<file path="config.mk">
export PLATFORM = sky130hd
export DESIGN_NAME = trs_cordic_cell
export DESIGN_NICKNAME = d
export VERILOG_FILES = /design/src/rtl/trs_pkg.sv /design/src/rtl/trs_cordic_cell.sv
export SDC_FILE = /design/constraint.sdc
export NUM_CORES = 1
export LEC_CHECK = 0
export ABC_CLOCK_PERIOD_IN_PS = 4000
export BUFFER_PORTS_ARGS = -buffer_cell sky130_fd_sc_hd__buf_2
export CAP_MARGIN = 0
export CORE_UTILIZATION = 32
export DETAILED_ROUTE_END_ITERATION = 10
export GPL_TIMING_DRIVEN = 0
export HOLD_SLACK_MARGIN = 0.05
export PLACE_DENSITY_LB_ADDON = 0.12
export SYNTH_ARGS = -nofsm -noshare
export SYNTH_HDL_FRONTEND = slang
export SYNTH_SLANG_ARGS = --single-unit
</file>
<file path="constraint.sdc">
create_clock -name clk -period 4 [get_ports clk]
set_clock_uncertainty 0.05 [all_clocks]
set_input_delay 0.2 -clock clk [delete_from_list [all_inputs] [get_ports clk]]
set_output_delay 0.2 -clock clk [all_outputs]
set_load 0.01 [all_outputs]
</file>
<file path="src/rtl/trs_pkg.sv">
package trs_pkg;

    localparam int ANGLE_BITS_DEF = 16;
    localparam int COORD_BITS_DEF = 32;
    localparam int FRAC_BITS_DEF  = 16;

    localparam int TRIG_FRAC    = 30;
    localparam int CORDIC_STEPS = 24;
    localparam int TRIG_W       = 34;
    localparam int Z_W          = 32;

    localparam logic signed [TRIG_W-1:0] CORDIC_GAIN_INV = 34'sd652032874;
    localparam logic signed [TRIG_W-1:0] TRIG_HALF = 34'sd536870912;

    typedef logic signed [TRIG_W-1:0] trig_t;

    typedef struct packed {
        trig_t x;
        trig_t y;
        trig_t z;
    } rot_t;

    function automatic logic signed [Z_W-1:0] atan_turn(input logic [4:0] i);
        logic signed [Z_W-1:0] v;
        begin
            case (i)
                5'd0:  v = 32'sh20000000;
                5'd1:  v = 32'sh12E4051E;
                5'd2:  v = 32'sh09FB385B;
                5'd3:  v = 32'sh051111D4;
                5'd4:  v = 32'sh028B0D43;
                5'd5:  v = 32'sh0145D7E1;
                5'd6:  v = 32'sh00A2F61E;
                5'd7:  v = 32'sh00517C55;
                5'd8:  v = 32'sh0028BE53;
                5'd9:  v = 32'sh00145F2F;
                5'd10: v = 32'sh000A2F98;
                5'd11: v = 32'sh000517CC;
                5'd12: v = 32'sh00028BE6;
                5'd13: v = 32'sh000145F3;
                5'd14: v = 32'sh0000A2FA;
                5'd15: v = 32'sh0000517D;
                5'd16: v = 32'sh000028BE;
                5'd17: v = 32'sh0000145F;
                5'd18: v = 32'sh00000A30;
                5'd19: v = 32'sh00000518;
                5'd20: v = 32'sh0000028C;
                5'd21: v = 32'sh00000146;
                5'd22: v = 32'sh000000A3;
                5'd23: v = 32'sh00000051;
                default: v = '0;
            endcase
            return v;
        end
    endfunction

    // q4.30 product, rounded half up
    function automatic trig_t mul_trig(input trig_t a, input trig_t b);
        logic signed [2*TRIG_W-1:0] p;
        begin
            p = a * b + 68'(TRIG_HALF);
            return trig_t'(p >>> TRIG_FRAC);
        end
    endfunction

endpackage

</file>
<file path="src/rtl/trs_cordic_cell.sv">
module trs_cordic_cell #(
    parameter int STEP = 0
) (
    input  logic clk,
    input  logic en,
    input  trs_pkg::rot_t a_in,
    input  trs_pkg::rot_t b_in,
    input  trs_pkg::rot_t c_in,
    output trs_pkg::rot_t a_out,
    output trs_pkg::rot_t b_out,
    output trs_pkg::rot_t c_out
);
    import trs_pkg::*;

    rot_t a_next, b_next, c_next;
    rot_t a_reg, b_reg, c_reg;

    function automatic rot_t step(input rot_t v);
        rot_t r;
        trig_t az;
        begin
            az = trig_t'(atan_turn(5'(STEP)));
            if (v.z >= 0)
            begin
                r.x = v.x - (v.y >>> STEP);
                r.y = v.y + (v.x >>> STEP);
                r.z = v.z - az;
            end
            else
            begin
                r.x = v.x + (v.y >>> STEP);
                r.y = v.y - (v.x >>> STEP);
                r.z = v.z + az;
            end
            return r;
        end
    endfunction

    always_comb
    begin
        a_next = step(a_in);
        b_next = step(b_in);
        c_next = step(c_in);
    end

    always_ff @(posedge clk)
    begin
        if (en)
        begin
            a_reg <= a_next;
            b_reg <= b_next;
            c_reg <= c_next;
        end
    end

    assign a_out = a_reg;
    assign b_out = b_reg;
    assign c_out = c_reg;
endmodule

</file>
-- After elaboration in Yosys (flattened, before gate mapping)
Index checks and enable logic that the tools add are counted.
- register bits after elaboration: 306
- bits of input ports: 308
- output and inout bits: 306
- word-level logic and storage cells: 30
- add/sub/neg operators: 15
- $lt $le $gt $ge: 3
- multiplexer cells: 3
- operator list (operator ; number):
    102-bit two-way mux ; 3
    34-bit subtractor ; 6
    34-bit by 31-bit adder with 34-bit output, second input constant ; 3
    34-bit adder ; 3
    34-bit by 1-bit >= comparator with 1-bit output, second input constant ; 3
    34-bit by 31-bit subtractor with 34-bit output, second input constant ; 3

-- Longest topological paths before layout
Gate-level depths: netlist (run 1).
- word-level depth: 2
- depth in mapped cells: 15
- mapped depth without buffers: 13

-- Least setup slack after synthesis (run 1)
OpenSTA, ideal clock, no wires.
- path type: in2reg
- start: input c_in[47] (netlist name)
- end: register c_reg, in the netlist c_out[101] (data pin)
- arrival time: 2692 ps
- data required time: 3687 ps
- path slack: 995 ps
- stages on the path: 11
- path buffers: 0
- cells stage by stage: inv_1 -> ha_1 -> or3_1 -> or3_4 -> or4_4 -> a211oi_2 -> o21ai_1 -> or3b_1 -> o21ai_1 -> o21ai_1 -> xnor2_1
- RTL lines (element ; RTL line ; source):
    start: declaration ; trs_cordic_cell.sv:8 ; input trs_pkg::rot_t c_in,
    end signal: assignment ; trs_cordic_cell.sv:52 ; c_reg <= c_next;
    end: declaration ; trs_cordic_cell.sv:16 ; rot_t a_reg, b_reg, c_reg;

==> impl_metrics.tcl, run 1 <==
set metrics [dict create \
    seq_area_frac_synth_pct 33.8 \
    io_buffers 613 \
    holdWs_ns 0.0721 \
    track_usage_pct 24.7 \
    finalPower_mw 12.3 \
    layout.nets 4441 \
    htree_levels 2 \
    min_path_type "in2reg" \
    worst_slack_ns 0.216 \
    outcome "finished clean" \
    cp.arrival_ns 4.04 \
    rows 106 \
    place_hpwl_mm 87.6 \
    max-slew-margin-rel_pct 17.9 \
    synthArstFlopShare_pct 0 \
    ys.flop_type "edfxtp_1" \
    overflow 0 \
    first_pass_iters 6 \
    syn_nets 3676 \
    clk_pin_slew_ns 0.06 \
    max-clock-path-buffers 3 \
    drc 0 \
    netlist_area_um2 26900 \
    top_layer "met5" \
    dieHeight_um 292 \
    detail-route-antenna-nets 0 \
    synth_most_common_cell "a21oi_1" \
    layout-drive-gt1-share_pct 19.3 \
    viasPerCell 5.38 \
    cellLeakagePower_nw 14.9 \
    finalSetupTns_ns 0 \
    rsz0062_at_grt "no" \
    cts-root-buf "clkbuf_16" \
    routed_wl_mm 110 \
    netlist.top_cell.by_area "edfxtp_1" \
    cts.sinks 303 \
    setup_viol 0 \
    synthTopCellsByCount "335 x a21oi_1, 313 x inv_1, 312 x ha_1" \
    max_slew.worst_pin.slew_ns 1.20 \
    antenna_found_initial 21 \
    finalCritPeriodShare_pct 94.6 \
    syn_to_final_growth_pct 26.0 \
    design_area_um2 33900 \
    core_um2 83400 \
    drt_iter0_drc 1977 \
    wire_per_inst_um 22.4 \
    place_congestion 0.949 \
    avgSynthCellArea_um2 8.84 \
    met2_wirelength_mm 50.0 \
    num_vias 26500 \
    start_kind "input port" \
    grt_pass1_wl_mm 161 \
    numCtsBuffers 42 \
    drv_slew 0 \
    grt_pass1_vias 25700 \
    tritoncts "built" \
    drv_cap 0 \
    ir_drop_uv 379 \
    yosys_warnings 0 \
    grt_max_degree 118 \
    ys_types 80 \
    hold_viol 0 \
    die_w_um 292 \
    drt-met1-wl_mm 47.6 \
    synthCells 3044 \
    io_pins 614 \
    dpl.cell_count 4739 \
    power.density_nw_per_um2 362 \
    post-route-min-period_ns 3.78 \
    ys_ff_latch 303 \
    max_freq_ghz 0.264 \
    fin_util_pct 40.7 \
    synth_area_leaders "edfxtp_1 34%, ha_1 15%, a21oi_1 6.2%, xnor2_1 5.2%, inv_1 4.4%" \
    post_dp_cell_area_um2 31400 \
    dp_worst_setup_slack_ns -2.00 \
    die_area_um2 85300 \
    start_util_pct 32.3 \
    crit_fanout 3 \
    synth-edff-count 303 \
    cp-end-kind "flip-flop" \
    crit_required_ns 4.26 \
    final_cells 4928 \
    crit_type "in2reg" \
    dr_wl_met3_mm 8.93 \
    netlist.area_leader.share_pct 33.8 \
]
[what timing repair did]
| item | CTS | global route |
|---|---|---|
| pin swaps | 0 | 0 |
| hold buffers | 106 | 0 |
| endpoints found under the hold margin | 104 | 0 |
| gates resized for setup | 11 | 19 |
| setup endpoints to repair | 24 | 17 |
| buffers inserted | 0 | 0 |
[cells in the final DEF, fill, tap and decap left out, types with 10 or more instances in the layout]
master	Yosys	routed
a2111oi_0	19	17
a211oi_1	43	42
a21o_1	65	65
a21oi_1	335	334
a31oi_1	27	26
and2_1	12	12
and3_1	10	10
buf_1	24	21
buf_2	7	619
clkbuf_1	100	103
clkbuf_16	0	43
dlygate4sd3_1	0	106
edfxtp_1	303	303
fa_1	12	12
ha_1	312	312
inv_1	313	313
mux2i_1	44	44
nand2_1	147	147
nand2b_1	41	41
nand3_1	34	34
nand4_1	38	38
nor2_1	255	254
nor2b_1	40	40
nor3_1	62	62
nor4_1	37	35
o211ai_1	30	30
o21a_1	38	38
o21ai_0	199	199
o21bai_1	48	48
o31a_1	11	11
o31ai_1	32	31
or2_2	12	12
or3_1	19	19
or4_1	12	12
xnor2_1	161	161
xor2_1	41	41
[worst paths after layout]
| check | to | cells after the start | start | slack, ns |
|---|---|---|---|---|
| hold / removal | b_out[25] | 1 | en | 0.07 |
| setup / recovery | c_out[65] | 12 | c_in[68] | 0.22 |
[registers in the layout (all words and copies together) (netlist names)]
name	flops
b_out	101
a_out	101
c_out	101
[kinds of logic (layout without fill, tap and decap cells)]
family	count (synthesis)	in the layout	share of synthesized area, %
flops	303	303	33.8
other cells	0	9	0
xor+xnor	202	202	6.57
compound gates	970	970	22.7
simple gates	748	748	13.5
fa+ha+maj	324	324	15.4
buf+inv	453	1248	6.40
mux	44	44	1.64
[routing by layer]
metal / vias to the layer above / track usage [%]
met1: 12600 / 32.7
met2: 1164 / 39.8
met5: - / 0
li1: 12500 / -
met4: 20 / 8.84
met3: 205 / 4.97
[worst max-delay path, cell delays in order]
cell	delay (ns)
dlygate4sd3_1	0.56
buf_2	0.15
ha_1	0.20
nor2b_1	0.07
o2111ai_1	0.29
a311oi_1	0.22
o311a_1	0.42
a2111oi_1	0.64
o31ai_1	0.35
a2111oi_1	0.64
a21oi_1	0.11
xor2_1	0.19
[final cells by class]
class / instances / area [µm²]
sequential: 303 / 9100
inverter: 318 / 1200
clock inverter: 25 / 262
timing repair buffer: 721 / 4190
fill: 8568 / 49500
antenna: 9 / 22.5
tap: 1080 / 1350
clock buffer: 49 / 1100
buffer: 135 / 544
multi-input combinational: 2288 / 16200
[power breakdown]
part	switching (mW)	internal [mW]	total, mW
logic	2.68	1.56	4.24
registers	0.137	4.10	4.24
clock network	1.57	2.23	3.80
(Power assumes the default switching activity.)
==> inputs of run 2 (changes only) <==
HOLD_SLACK_MARGIN = not set   (was 0.05)
MAX_ROUTING_LAYER = met4   (was not set)
RECOVER_POWER = 100   (was not set)
==> run 2 against run 1 <==
  * The run now ends with max-capacitance violations, max-slew violations left
  * Largest power group unchanged
  * Largest cell class unchanged
  * Die area unchanged
  * Sequential share of layout area increased by 0.37 points
  * Clock power increased by 5.8%
==> impl_metrics.tcl, run 2 (same netlist as run 1, synthesis figures left out) <==
set metrics [dict create \
    outcome "finished, violations left" \
    violations "max-capacitance violations, max-slew violations" \
    switching_share_pct 35.6 \
    post_dp_cell_area_um2 31400 \
    core_um2 83400 \
    hold_viol 0 \
    finalCritPeriodShare_pct 99.1 \
    cts-root-buf "clkbuf_16" \
    combPwrFrac_pct 33.2 \
    place_congestion 0.965 \
    worst_slack_ns 0.0344 \
    cp.arrival_ns 4.21 \
    rsz0062_at_grt "no" \
    drt_iter0_drc 2108 \
    layout-drive-gt1-share_pct 9.11 \
    wire_per_inst_um 22.6 \
    pwr-share-clk_pct 32.4 \
    max_stage_delay_ns 0.77 \
    io_pins 614 \
    power_frac_seq_pct 34.4 \
    design_area_um2 33500 \
    htree_levels 2 \
    final-seq-area_um2 9100 \
    drv_cap 2 \
    layout.nets 4439 \
    num_vias 26600 \
    antenna_found_initial 19 \
    setup_viol 0 \
    first_pass_iters 5 \
    clk_pin_slew_ns 0.06 \
    numCtsBuffers 42 \
    fillCellCount 8765 \
    min_path_type "in2reg" \
    cellLeakagePower_nw 13.8 \
    viasPerCell 5.38 \
    drv_slew 280 \
    syn_to_final_growth_pct 24.3 \
    drc 0 \
    power.density_nw_per_um2 370 \
    dp_worst_setup_slack_ns -2.05 \
    layout_common_cells "491 x clkbuf_1, 335 x a21oi_1, 313 x inv_1" \
    grt_max_degree 118 \
    max_freq_ghz 0.252 \
    dpl.cell_count 4739 \
    die_w_um 292 \
    die_area_um2 85300 \
    rows 106 \
    switching_power_mw 4.41 \
    cpMaxStageDelayCell "a211oi_1" \
    finalSetupTns_ns 0 \
    grt_pass1_wl_mm 162 \
    post-route-min-period_ns 3.97 \
    final_cells 4937 \
    cp-end-kind "flip-flop" \
    cts.sinks 303 \
    max-clock-path-buffers 3 \
    detail-route-antenna-nets 0 \
    io_buffers 613 \
    track_usage_pct 25.7 \
    max_slew.worst_pin.slew_ns 2.38 \
    p_int_mw 7.98 \
    crit_chain "dlygate4sd3_1 -> buf_2 -> ha_1 -> fa_1 -> nand2b_1 -> a21oi_1 -> o41ai_1 -> o31ai_1 -> a211oi_1 -> nor2_1 -> o31a_1 -> xnor2_1" \
    overflow 0 \
    dieHeight_um 292 \
    multi_input_area_um2 16100 \
    routed_wl_mm 111 \
    ir_drop_uv 326 \
    tritoncts "built" \
    crit_type "in2reg" \
    final_common_cell "clkbuf_1" \
    crit_fanout 3 \
    grt_pass1_vias 25800 \
    place_hpwl_mm 88.2 \
    start_kind "input port" \
    start_util_pct 32.3 \
    crit_required_ns 4.24 \
    max-slew-margin-rel_pct -58.4 \
]
[run 2: changes by cell type in the layout (fill, tap and decap cells not counted), moves of 3 or more]
| cell | previous run | this run |
|---|---|---|
| buf_1 | 21 | 15 |
| buf_2 | 619 | 241 |
| buf_4 | 3 | 0 |
| clkbuf_1 | 103 | 491 |
| clkbuf_4 | 1 | 5 |
| clkinv_1 | 5 | 10 |
| clkinv_2 | 7 | 4 |
| clkinvlp_4 | 6 | 2 |
| diode_2 | 9 | 16 |
[run 2: path summary, 6_finish.rpt]
check | start | to | slack, ns | cells after the start
max | a_in[68] | a_out[54] | 0.03 | 12
min | a_in[34] | a_out[68] | 0.06 | 4
[run 2: power groups by stage]
stage / clock network (mW) / logic, mW / registers [mW]
2_1_floorplan: 0 / 2.15 / 4.53
3_5_place_dp: 0 / 4.09 / 4.31
5_1_grt: 4.24 / 4.46 / 4.30
6_report: 4.02 / 4.11 / 4.27
4_1_cts: 4.13 / 4.20 / 4.25
3_3_place_gp: 0 / 4.12 / 4.33
[run 2: timing repair]
| item | 4_1_cts | 5_1_grt |
|---|---|---|
| hold endpoints to repair | 103 | 0 |
| gates resized for setup | 11 | 12 |
| hold buffers | 104 | 0 |
| endpoints found under the setup margin | 24 | 18 |
| buffers inserted | 0 | 0 |
[run 2: area by class of cell]
cell class	count	share of cell area [%]
Buffer	135	1.61
Multi-Input combinational cell	2288	48.2
Sequential cell	303	27.2
Inverter	318	3.57
Antenna cell	16	0.120
Clock inverter	25	0.893
Clock buffer	53	3.45
Tap cell	1080	4.04
Timing Repair Buffer	719	10.9
[run 2: metrics by stage]
step           power [mW]  utilization, %  hold slack [ns]
6_report             12.4            40.1           0.0593
5_1_grt              13.0            40.1           0.0519
4_1_cts              12.6            40.7           0.0171
3_5_place_dp         8.40            37.7            0.340
3_3_place_gp         8.45            37.6            0.338
2_1_floorplan        6.68               -            0.249
[run 2: metal layers]
metal / part of all wire (%) / vias up / global-route usage, %
li1: - / 12500 / -
met1: 44 / 12700 / 33.4
met2: 46 / 1159 / 41.0
met3: 7.6 / 159 / 4.51
met4: 2.7 / 0 / 7.10
met5: 0 / - / -
[run 2: critical path, delay by kind of cell]
kind / cells / cell delay (ns)
AOI/OAI and AO/OA: 5 / 2.24
xor gates and xnor gates: 1 / 0.52
adders and majority gates: 2 / 0.37
buffers and inverters: 2 / 0.63
and+or+nand+nor: 2 / 0.22
